$ cat src/design/mgst_pkg.sv
`timescale 1ns / 1ps
// ----------------------------------------------------------------------------
// mgst_pkg
// Shared types and codes for the material grouping segment table.
// ----------------------------------------------------------------------------
package mgst_pkg;

    localparam int MaxSegmentsDefault = 32;

    localparam logic [2:0] KIND_ADD     = 3'd0;
    localparam logic [2:0] KIND_REORDER = 3'd1;
    localparam logic [2:0] KIND_FETCH   = 3'd2;
    localparam logic [2:0] KIND_MARK    = 3'd3;
    localparam logic [2:0] KIND_READ    = 3'd4;
    localparam logic [2:0] KIND_CLEAR   = 3'd5;
    localparam logic [2:0] KIND_SPARE_A = 3'd6;
    localparam logic [2:0] KIND_SPARE_B = 3'd7;

    localparam logic [2:0] ST_OK      = 3'd0;
    localparam logic [2:0] ST_FULL    = 3'd1;
    localparam logic [2:0] ST_FEW     = 3'd2;
    localparam logic [2:0] ST_RANGE   = 3'd3;
    localparam logic [2:0] ST_NONE    = 3'd4;

    localparam logic [1:0] STRAT_NONE   = 2'd0;
    localparam logic [1:0] STRAT_SORT   = 2'd1;
    localparam logic [1:0] STRAT_GREEDY = 2'd2;
    localparam logic [1:0] STRAT_HEAT   = 2'd3;

    typedef struct packed {
        logic [15:0] id;
        logic [7:0]  mat;
        logic [15:0] len;
        logic [6:0]  origin;
        logic        done;
    } seg_t;

endpackage

$ cat src/design/material_grouping_segment_table.sv
`timescale 1ns / 1ps
// ----------------------------------------------------------------------------
// material_grouping_segment_table
// Segment table with add, reorder, fetch, mark, read and clear commands.
// ----------------------------------------------------------------------------
// channel   direction  handshake
// command   in         start & !busy
// result    out        done strobe, one cycle
// Every command rescans the table for live material changes before done.
// Fetch scans slots from the cursor for one not yet marked done.
// Reorder makes four scans (before, after, moved, live) plus, unless the
// strategy is none, the sort or greedy pass through the memory's one read
// and one write port. Reset clears counts; the store is undefined until
// written. The receiver cannot stall; done is a single-cycle strobe.
module material_grouping_segment_table
    import mgst_pkg::*;
#(
    parameter int MAX_SEGMENTS = MaxSegmentsDefault
) (
    input  logic        clk,
    input  logic        rst_n,
    input  logic        start,
    output logic        busy,
    input  logic [2:0]  kind,
    input  logic [15:0] segment_id,
    input  logic [7:0]  material_code,
    input  logic [15:0] length_mm,
    input  logic [1:0]  strategy,
    input  logic [4:0]  slot,
    output logic        done,
    output logic [2:0]  status,
    output logic [4:0]  entry_slot,
    output logic [15:0] entry_id,
    output logic [7:0]  entry_material,
    output logic [15:0] entry_length,
    output logic [4:0]  entry_origin,
    output logic        entry_done,
    output logic [5:0]  entry_count,
    output logic [5:0]  moved_count,
    output logic [4:0]  changes_before,
    output logic [4:0]  changes_after,
    output logic [4:0]  live_changes
);

    localparam int AW = $clog2(MAX_SEGMENTS);
    localparam int CW = AW + 1;

    typedef enum logic [10:0] {
        S_IDLE  = 11'b00000000001,
        S_RD    = 11'b00000000010,
        S_FETCH = 11'b00000000100,
        S_CNT   = 11'b00000001000,
        S_OUTER = 11'b00000010000,
        S_INNER = 11'b00000100000,
        S_SHIFT = 11'b00001000000,
        S_PUT   = 11'b00010000000,
        S_MOVED = 11'b00100000000,
        S_EMIT  = 11'b01000000000,
        S_WAIT  = 11'b10000000000
    } state_t;

    // count phase: 0 before, 1 after, 2 live
    state_t       state_reg, state_next;
    seg_t         mem [MAX_SEGMENTS];
    seg_t         rdata_reg;
    logic [AW-1:0] raddr;
    logic          we;
    logic [AW-1:0] waddr;
    seg_t          wdata;

    logic [CW-1:0] held_reg, held_next;
    logic [CW-1:0] cur_reg, cur_next;
    logic [CW-1:0] moved_reg, moved_next;
    logic [4:0]    cb_reg, cb_next, ca_reg, ca_next, live_reg, live_next;
    logic [CW-1:0] cnt_reg, cnt_next;
    logic [1:0]    phase_reg, phase_next;
    logic [7:0]    prev_reg, prev_next;
    logic [CW-1:0] i_reg, i_next, j_reg, j_next, k_reg, k_next;
    seg_t          key_reg, key_next;
    logic [7:0]    curm_reg, curm_next;
    logic [1:0]    sub_reg, sub_next;
    logic [2:0]    kind_reg, kind_next;
    logic [1:0]    strat_reg, strat_next;
    logic [2:0]    st_reg, st_next;
    logic          have_reg, have_next;
    logic [CW-1:0] where_reg, where_next;
    logic          done_reg, done_next;

    always_ff @(posedge clk)
    begin
        if (we)
        begin
            mem[waddr] <= wdata;
        end
        rdata_reg <= mem[raddr];
    end

    function automatic logic [4:0] sat5(input logic [CW-1:0] v);
        logic [CW:0] w;
        begin
            w = {1'b0, v};
            sat5 = (w > (CW+1)'(31)) ? 5'd31 : w[4:0];
        end
    endfunction

    always_comb
    begin
        state_next = state_reg;
        held_next = held_reg; cur_next = cur_reg; moved_next = moved_reg;
        cb_next = cb_reg; ca_next = ca_reg; live_next = live_reg;
        cnt_next = cnt_reg; phase_next = phase_reg; prev_next = prev_reg;
        i_next = i_reg; j_next = j_reg; k_next = k_reg; key_next = key_reg;
        curm_next = curm_reg; sub_next = sub_reg; kind_next = kind_reg;
        strat_next = strat_reg; st_next = st_reg; have_next = have_reg;
        where_next = where_reg; done_next = 1'b0;
        raddr = '0; we = 1'b0; waddr = '0; wdata = rdata_reg;
        case (state_reg)
            S_IDLE:
            begin
                if (start)
                begin
                    kind_next = kind; strat_next = strategy;
                    st_next = ST_OK; have_next = 1'b0; where_next = '0;
                    case (kind)
                        KIND_ADD:
                        begin
                            if (held_reg >= CW'(MAX_SEGMENTS))
                            begin
                                st_next = ST_FULL;
                                state_next = S_EMIT;
                            end
                            else
                            begin
                                we = 1'b1; waddr = held_reg[AW-1:0];
                                wdata = '{segment_id, material_code, length_mm,
                                          7'(held_reg), 1'b0};
                                where_next = held_reg;
                                have_next = 1'b1;
                                held_next = held_reg + 1'b1;
                                state_next = S_RD;
                            end
                        end
                        KIND_REORDER:
                        begin
                            if (held_reg < CW'(2))
                            begin
                                st_next = ST_FEW;
                                state_next = S_EMIT;
                            end
                            else
                            begin
                                phase_next = 2'd0; cnt_next = '0;
                                i_next = '0; sub_next = 2'd0;
                                state_next = S_CNT;
                            end
                        end
                        KIND_FETCH:
                        begin
                            st_next = ST_NONE; i_next = cur_reg;
                            sub_next = 2'd0; state_next = S_FETCH;
                        end
                        KIND_MARK, KIND_READ:
                        begin
                            if ({1'b0, slot} >= (CW+1)'(held_reg))
                            begin
                                st_next = ST_RANGE;
                                state_next = S_EMIT;
                            end
                            else
                            begin
                                where_next = CW'(slot); have_next = 1'b1;
                                raddr = AW'(slot);
                                state_next = S_RD;
                                sub_next = (kind == KIND_MARK) ? 2'd1 : 2'd0;
                            end
                        end
                        KIND_CLEAR:
                        begin
                            held_next = '0; cur_next = '0; moved_next = '0;
                            cb_next = '0; ca_next = '0; live_next = '0;
                            state_next = S_EMIT;
                        end
                        default: state_next = S_EMIT;
                    endcase
                end
            end
            S_RD:
            begin
                raddr = where_reg[AW-1:0];
                if (sub_reg == 2'd1)
                begin
                    sub_next = 2'd2;
                end
                else if (sub_reg == 2'd2)
                begin
                    we = 1'b1; waddr = where_reg[AW-1:0];
                    wdata = rdata_reg; wdata.done = 1'b1;
                    cur_next = where_reg + 1'b1;
                    sub_next = 2'd0;
                end
                else
                begin
                    sub_next = 2'd3;
                    if (sub_reg == 2'd3)
                    begin
                        state_next = S_EMIT;
                    end
                end
            end
            S_FETCH:
            begin
                raddr = i_reg[AW-1:0];
                if (sub_reg == 2'd0)
                begin
                    if (i_reg >= held_reg)
                    begin
                        state_next = S_EMIT;
                    end
                    else
                    begin
                        sub_next = 2'd1;
                    end
                end
                else if (!rdata_reg.done)
                begin
                    cur_next = i_reg; where_next = i_reg; have_next = 1'b1;
                    st_next = ST_OK; state_next = S_EMIT;
                end
                else
                begin
                    i_next = i_reg + 1'b1; sub_next = 2'd0;
                end
            end
            S_CNT:
            begin
                raddr = i_reg[AW-1:0];
                if (sub_reg == 2'd0)
                begin
                    if (i_reg >= held_reg)
                    begin
                        case (phase_reg)
                            2'd0:
                            begin
                                cb_next = sat5(cnt_reg);
                                i_next = '0; sub_next = 2'd0;
                                if (strat_reg == STRAT_NONE)
                                begin
                                    phase_next = 2'd1; cnt_next = '0;
                                end
                                else
                                begin
                                    j_next = CW'(1); state_next = S_OUTER;
                                end
                            end
                            2'd1:
                            begin
                                ca_next = sat5(cnt_reg);
                                i_next = '0; moved_next = '0;
                                state_next = S_MOVED;
                            end
                            default:
                            begin
                                live_next = sat5(cnt_reg);
                                state_next = S_EMIT;
                            end
                        endcase
                    end
                    else
                    begin
                        sub_next = 2'd1;
                    end
                end
                else
                begin
                    if (i_reg != '0 && rdata_reg.mat != prev_reg
                        && cnt_reg != CW'(31))
                    begin
                        cnt_next = cnt_reg + 1'b1;
                    end
                    prev_next = rdata_reg.mat;
                    i_next = i_reg + 1'b1; sub_next = 2'd0;
                end
            end
            S_OUTER:
            begin
                // sort: j is the insertion index; greedy: i is the anchor
                if (strat_reg == STRAT_SORT)
                begin
                    raddr = j_reg[AW-1:0];
                    if (sub_reg == 2'd0)
                    begin
                        if (j_reg >= held_reg)
                        begin
                            phase_next = 2'd1; cnt_next = '0; i_next = '0;
                            state_next = S_CNT;
                        end
                        else
                        begin
                            sub_next = 2'd1;
                        end
                    end
                    else
                    begin
                        key_next = rdata_reg; k_next = j_reg;
                        sub_next = 2'd0; state_next = S_SHIFT;
                    end
                end
                else
                begin
                    raddr = i_reg[AW-1:0];
                    if (sub_reg == 2'd0)
                    begin
                        if (i_reg >= held_reg)
                        begin
                            phase_next = 2'd1; cnt_next = '0; i_next = '0;
                            state_next = S_CNT;
                        end
                        else
                        begin
                            sub_next = 2'd1;
                        end
                    end
                    else
                    begin
                        curm_next = rdata_reg.mat; j_next = i_reg + 1'b1;
                        sub_next = 2'd0; state_next = S_INNER;
                    end
                end
            end
            S_INNER:
            begin
                raddr = j_reg[AW-1:0];
                if (sub_reg == 2'd0)
                begin
                    if (j_reg >= held_reg)
                    begin
                        i_next = i_reg + 1'b1; state_next = S_OUTER;
                    end
                    else
                    begin
                        sub_next = 2'd1;
                    end
                end
                else if (rdata_reg.mat == curm_reg)
                begin
                    key_next = rdata_reg; k_next = j_reg;
                    sub_next = 2'd0; state_next = S_SHIFT;
                end
                else
                begin
                    j_next = j_reg + 1'b1; sub_next = 2'd0;
                end
            end
            S_SHIFT:
            begin
                // move entry k-1 up to k while condition holds
                raddr = k_reg[AW-1:0] - 1'b1;
                if (sub_reg == 2'd0)
                begin
                    if (strat_reg == STRAT_SORT ? (k_reg == '0)
                                                : (k_reg <= i_reg + 1'b1))
                    begin
                        state_next = S_PUT;
                    end
                    else
                    begin
                        sub_next = 2'd1;
                    end
                end
                else if (strat_reg == STRAT_SORT && !(rdata_reg.mat > key_reg.mat))
                begin
                    sub_next = 2'd0; state_next = S_PUT;
                end
                else
                begin
                    we = 1'b1; waddr = k_reg[AW-1:0]; wdata = rdata_reg;
                    k_next = k_reg - 1'b1; sub_next = 2'd0;
                end
            end
            S_PUT:
            begin
                we = 1'b1; waddr = k_reg[AW-1:0]; wdata = key_reg;
                if (strat_reg == STRAT_SORT)
                begin
                    j_next = j_reg + 1'b1;
                    state_next = S_OUTER;
                end
                else
                begin
                    i_next = i_reg + 1'b1; j_next = j_reg + 1'b1;
                    state_next = S_INNER;
                end
            end
            S_MOVED:
            begin
                raddr = i_reg[AW-1:0];
                if (sub_reg == 2'd0)
                begin
                    if (i_reg >= held_reg)
                    begin
                        phase_next = 2'd2; cnt_next = '0; i_next = '0;
                        state_next = S_CNT;
                    end
                    else
                    begin
                        sub_next = 2'd1;
                    end
                end
                else
                begin
                    if (rdata_reg.origin != 7'(i_reg))
                    begin
                        moved_next = moved_reg + 1'b1;
                    end
                    i_next = i_reg + 1'b1; sub_next = 2'd0;
                end
            end
            S_EMIT:
            begin
                if (kind_reg == KIND_REORDER && st_reg == ST_OK)
                begin
                    done_next = 1'b1; state_next = S_WAIT;
                end
                else
                begin
                    phase_next = 2'd2; cnt_next = '0; i_next = '0;
                    sub_next = 2'd0; kind_next = KIND_REORDER;
                    st_next = (st_reg == ST_OK) ? ST_OK : st_reg;
                    state_next = S_CNT;
                    // live count then emit
                    if (phase_reg == 2'd2 && i_reg >= held_reg)
                    begin
                        done_next = 1'b1; state_next = S_WAIT;
                    end
                end
                raddr = where_reg[AW-1:0];
            end
            S_WAIT:
            begin
                state_next = S_IDLE;
                phase_next = 2'd0;
            end
            default: state_next = S_IDLE;
        endcase
    end

    // hold the entry read for the result
    seg_t ent_reg;
    logic emit_mark;
    assign emit_mark = (state_reg == S_RD && sub_reg == 2'd3) ||
                       (state_reg == S_FETCH && sub_reg == 2'd1 && !rdata_reg.done);

    always_ff @(posedge clk or negedge rst_n)
    begin
        if (!rst_n)
        begin
            state_reg <= S_IDLE;
            held_reg <= '0; cur_reg <= '0; moved_reg <= '0;
            cb_reg <= '0; ca_reg <= '0; live_reg <= '0;
            done_reg <= 1'b0; phase_reg <= 2'd0; sub_reg <= 2'd0;
            kind_reg <= KIND_CLEAR; st_reg <= ST_OK; have_reg <= 1'b0;
            i_reg <= '0; cnt_reg <= '0;
        end
        else
        begin
            state_reg <= state_next;
            held_reg <= held_next; cur_reg <= cur_next; moved_reg <= moved_next;
            cb_reg <= cb_next; ca_reg <= ca_next; live_reg <= live_next;
            done_reg <= done_next; phase_reg <= phase_next; sub_reg <= sub_next;
            kind_reg <= kind_next; st_reg <= st_next; have_reg <= have_next;
            i_reg <= i_next; cnt_reg <= cnt_next;
        end
    end

    always_ff @(posedge clk)
    begin
        prev_reg <= prev_next; j_reg <= j_next; k_reg <= k_next;
        key_reg <= key_next; curm_reg <= curm_next; strat_reg <= strat_next;
        where_reg <= where_next;
        if (emit_mark)
        begin
            ent_reg <= rdata_reg;
        end
    end

    logic [5:0] held6, moved6;
    assign held6  = (CW > 6 && held_reg > CW'(63)) ? 6'd63 : 6'(held_reg);
    assign moved6 = (CW > 6 && moved_reg > CW'(63)) ? 6'd63 : 6'(moved_reg);

    assign busy           = (state_reg != S_IDLE);
    assign done           = done_reg;
    assign status         = st_reg;
    assign entry_slot     = have_reg ? sat5(where_reg) : 5'd0;
    assign entry_id       = have_reg ? ent_reg.id : 16'd0;
    assign entry_material = have_reg ? ent_reg.mat : 8'd0;
    assign entry_length   = have_reg ? ent_reg.len : 16'd0;
    assign entry_origin   = have_reg ? ((ent_reg.origin > 7'd31) ? 5'd31
                                                                 : ent_reg.origin[4:0])
                                     : 5'd0;
    assign entry_done     = have_reg ? ent_reg.done : 1'b0;
    assign entry_count    = held6;
    assign moved_count    = moved6;
    assign changes_before = cb_reg;
    assign changes_after  = ca_reg;
    assign live_changes   = live_reg;

endmodule

$ cat config.mk
export PLATFORM = sky130hd
export DESIGN_NAME = material_grouping_segment_table
export DESIGN_NICKNAME = d
export VERILOG_FILES = /design/src/design/mgst_pkg.sv /design/src/design/material_grouping_segment_table.sv
export SDC_FILE = /design/constraint.sdc
export NUM_CORES = 2
export LEC_CHECK = 0
export BUFFER_PORTS_ARGS = -buffer_cell sky130_fd_sc_hd__clkbuf_2
export CAP_MARGIN = 20
export CORE_UTILIZATION = 45
export CTS_CLUSTER_DIAMETER = 30
export DETAILED_ROUTE_END_ITERATION = 7
export SLEW_MARGIN = 10
export SYNTH_ARGS = -nofsm -noshare
export SYNTH_HDL_FRONTEND = slang
export SYNTH_SLANG_ARGS = --single-unit
$ cat constraint.sdc
create_clock -name clk -period 9.2 [get_ports clk]
set_input_delay 0.92 -clock clk [delete_from_list [all_inputs] [get_ports clk]]
set_output_delay 0.92 -clock clk [all_outputs]
set_load 0.01 [all_outputs]
==> metrics <==
outcome=completed; total track usage=0.2673; CTS tree=yes; post-synthesis sequential area ratio=0.7326; RSZ-0062 raised after global routing=no; die width=about 400 µm; Synth Instances=slightly above 5000; starting density of the core=0.4541; Syn Area/Cell=~14 µm²; layout overhead on the synthesized area=21.80%; # Max-Cap Violations=0; post-cts resize count=0; Hold Fails Final Rpt=0; Netlist cell types=83; reg2reg start=state_reg[3]; clock sink count=between 1500 and 2000; layout cells sized above 1=0.1651; Pre-antenna DRT Iters=6; GPL Wtd Cong=about 0.93; total gr overflow=0; most common cell after layout, fill and taps aside=edfxtp_1; PD cells=between 300 and 400 mW/mm²; Top reg by flops=mem; Post-Layout Cell Count=about 7800; Critical Path RT=between 9000 and 10000 ps; Clock Tree Buf Depth=4; max reg flops=roughly 1500; Post-synth ARST share=0.03812; die area=between 0.15 and 0.2 mm²; r2r setup slk=~3400 ps; worst hold slack=209.6 ps; DR vias=47180; hold_buf cts=0; Leakage=~30 nW; row cnt=roughly 150; DP Worst Slack=about 3300 ps; drc violations=0; drt total wl=218.5 mm; Port Buffers=135; worst hold-check path type=input port to flip-flop; startpoint types=flip-flop; fin. max-slew vios=0; number of enable flip-flop cells after synthesis=~1700; post-synthesis net count=5294; pin count of the biggest net entering global routing=about 190; number of buffers created by CTS=363; Clk pin slew, worst setup/hold paths=~50 ps; R2R cell count=10; ys flop type=edfxtp_1; Tcrit/Tclk final=0.6343; flops & latches, synth=roughly 1800; nets=5585; number of H-tree levels=5; cell count after placement=approximately 7200; Rel. slew slack=0.1567; most crowded layer after global routing=met2; initial antenna violation count=3; grt met3 use=0.05480; Crit Path Class=flip-flop to flip-flop; Max Clock Skew=between 60 and 70 ps; core region area=0.1586 mm²; Worst R2R End=mem[19][13]; Starting DRT DRC Count=roughly 6200; Worst EP arrival=~6400 ps; final worst-path setup slack=3365 ps; Syn. warnings=0; dpl hpwl=roughly 110 mm; CP Capture Type=flip-flop; most frequent cells in the layout=edfxtp_1 (1668), nand2_1 (1096), clkbuf_16 (370), nand3_1 (315), mux2i_1 (198); Period minus WS final=5835 ps; die height=roughly 400 µm; fillers=12550; CTS Root Cell=clkbuf_16; vias in the first global route=between 40000 and 50000; grt met2 use=0.4129; crit path max fanout=43; Syn Std Cell Area=0.07201 mm²; hold path endpoint=strat_reg[0]; beginning of the worst hold path=strategy[0]; IO Pins=between 100 and 150; met1 GRT Util=0.3777; wire length per cell=about 28 µm; VDD IR max=just under 0.3 mV; Routed Antenna Nets=0; worst slew pin tran=approximately 1300 ps; FMAX=between 0.15 and 0.2 GHz; global-route wire length before repair=around 320 mm; worst skew pair latency=approximately 940 ps; Vias/cell=6.014; Setup TNS=0 ps; hold path depth=1; Final Setup Violations=0; postcts setup bufs=0
==> worst max path at each step <==
stage,from,endpoint,slack [ps],cells past startpoint
floorplan,start,mem[17][0],1270,9
global placement,start,mem[19][13],3420,10
detailed placement,start,mem[18][33],3310,9
CTS,state_reg[3],mem[18][45],3360,9
global route,state_reg[6],mem[18][6],3170,9
finish,state_reg[3],mem[19][13],3360,10
==> Yosys cell counts, types with 15 or more instances <==
library cell,n,area (µm²)
a21o_1,18,135.1
nand4_1,55,344.1
buf_1,18,67.56
and2_1,48,300.3
nand3_1,316,1582
mux2_2,16,180.2
buf_2,83,415.4
nor4_1,29,181.4
o21ai_0,138,690.7
ha_1,46,575.6
a221oi_1,104,910.9
inv_1,35,131.4
edfxtp_1,1668,50090
a22oi_1,151,1134
xnor2_1,16,140.1
o21ai_1,16,80.08
o211ai_1,56,420.4
a21oi_1,51,255.2
nor2_1,75,281.5
dfrtp_1,65,1627
dfxtp_1,48,960.9
nor3_1,31,155.2
xor2_1,30,262.8
and3_1,148,925.9
buf_4,30,225.2
clkbuf_1,194,728.2
a31oi_1,191,1195
nor2b_1,15,93.84
nand2_1,1097,4118
mux2i_1,198,1982
o22ai_1,18,112.6
==> logic make-up (layout without fill, tap and decap cells) <==
family | after synthesis | in the layout | share of synthesized area
XOR/XNOR | 46 | 46 | 0.005595
buffers and inverters | 370 | 947 | 0.02318
AND/OR/NAND/NOR | 1884 | 1884 | 0.1187
AO/OA/AOI/OAI | 851 | 851 | 0.08193
other | 0 | 1 | 0
flip-flops | 1784 | 1784 | 0.7326
adder cells (fa/ha/maj) | 46 | 46 | 0.007993
multiplexers | 214 | 214 | 0.03003
==> power breakdown <==
part	total (mW)	internal (mW)	switching, mW
clock network	13.1	8.91	4.23
registers	10.7	10.4	0.356
logic	5.54	1.51	4.03
total	29.4	20.8	8.62
==> worst max-delay path, cell delays in order (launching register included) <==
cell and delay (ps):
dfrtp_1 560, nor3_2 450, nand4_1 370, clkinv_1 370, and2_4 580, buf_4 620
a22oi_1 250, inv_1 130, o221ai_1 440, nor3_2 660, buf_4 890
==> layout make-up <==
cell class                      count  area (µm²)  share of cell area
Timing Repair Buffer              260        1854             0.02114
Inverter                           36       135.1            0.001541
Clock buffer                      424        9652              0.1101
Multi-Input combinational cell   3041       17980              0.2050
Clock inverter                    227        2734             0.03117
Tap cell                         2072        2592             0.02956
Sequential cell                  1784       52760              0.6015
Antenna cell                        1       2.502          0.00002853
==> metal layers <==
| metal | wire [µm] | up-vias |
|---|---|---|
| met5 | 0 | - |
| met2 | 100700 | 2521 |
| li1 | - | 20490 |
| met3 | 21210 | 392 |
| met4 | 6273 | 0 |
| met1 | 90340 | 23780 |
==> stage by stage <==
stage	utilization	instance area (µm²)	power, mW
6_report	0.5531	87700	29.40
5_1_grt	0.5531	87700	30.35
4_1_cts	0.5519	87520	29.35
3_5_place_dp	0.4738	75130	16.22
3_3_place_gp	0.4736	75100	16.13
2_1_floorplan	-	72010	14.05
No activity file was read; power rests on OpenSTA's default activity.
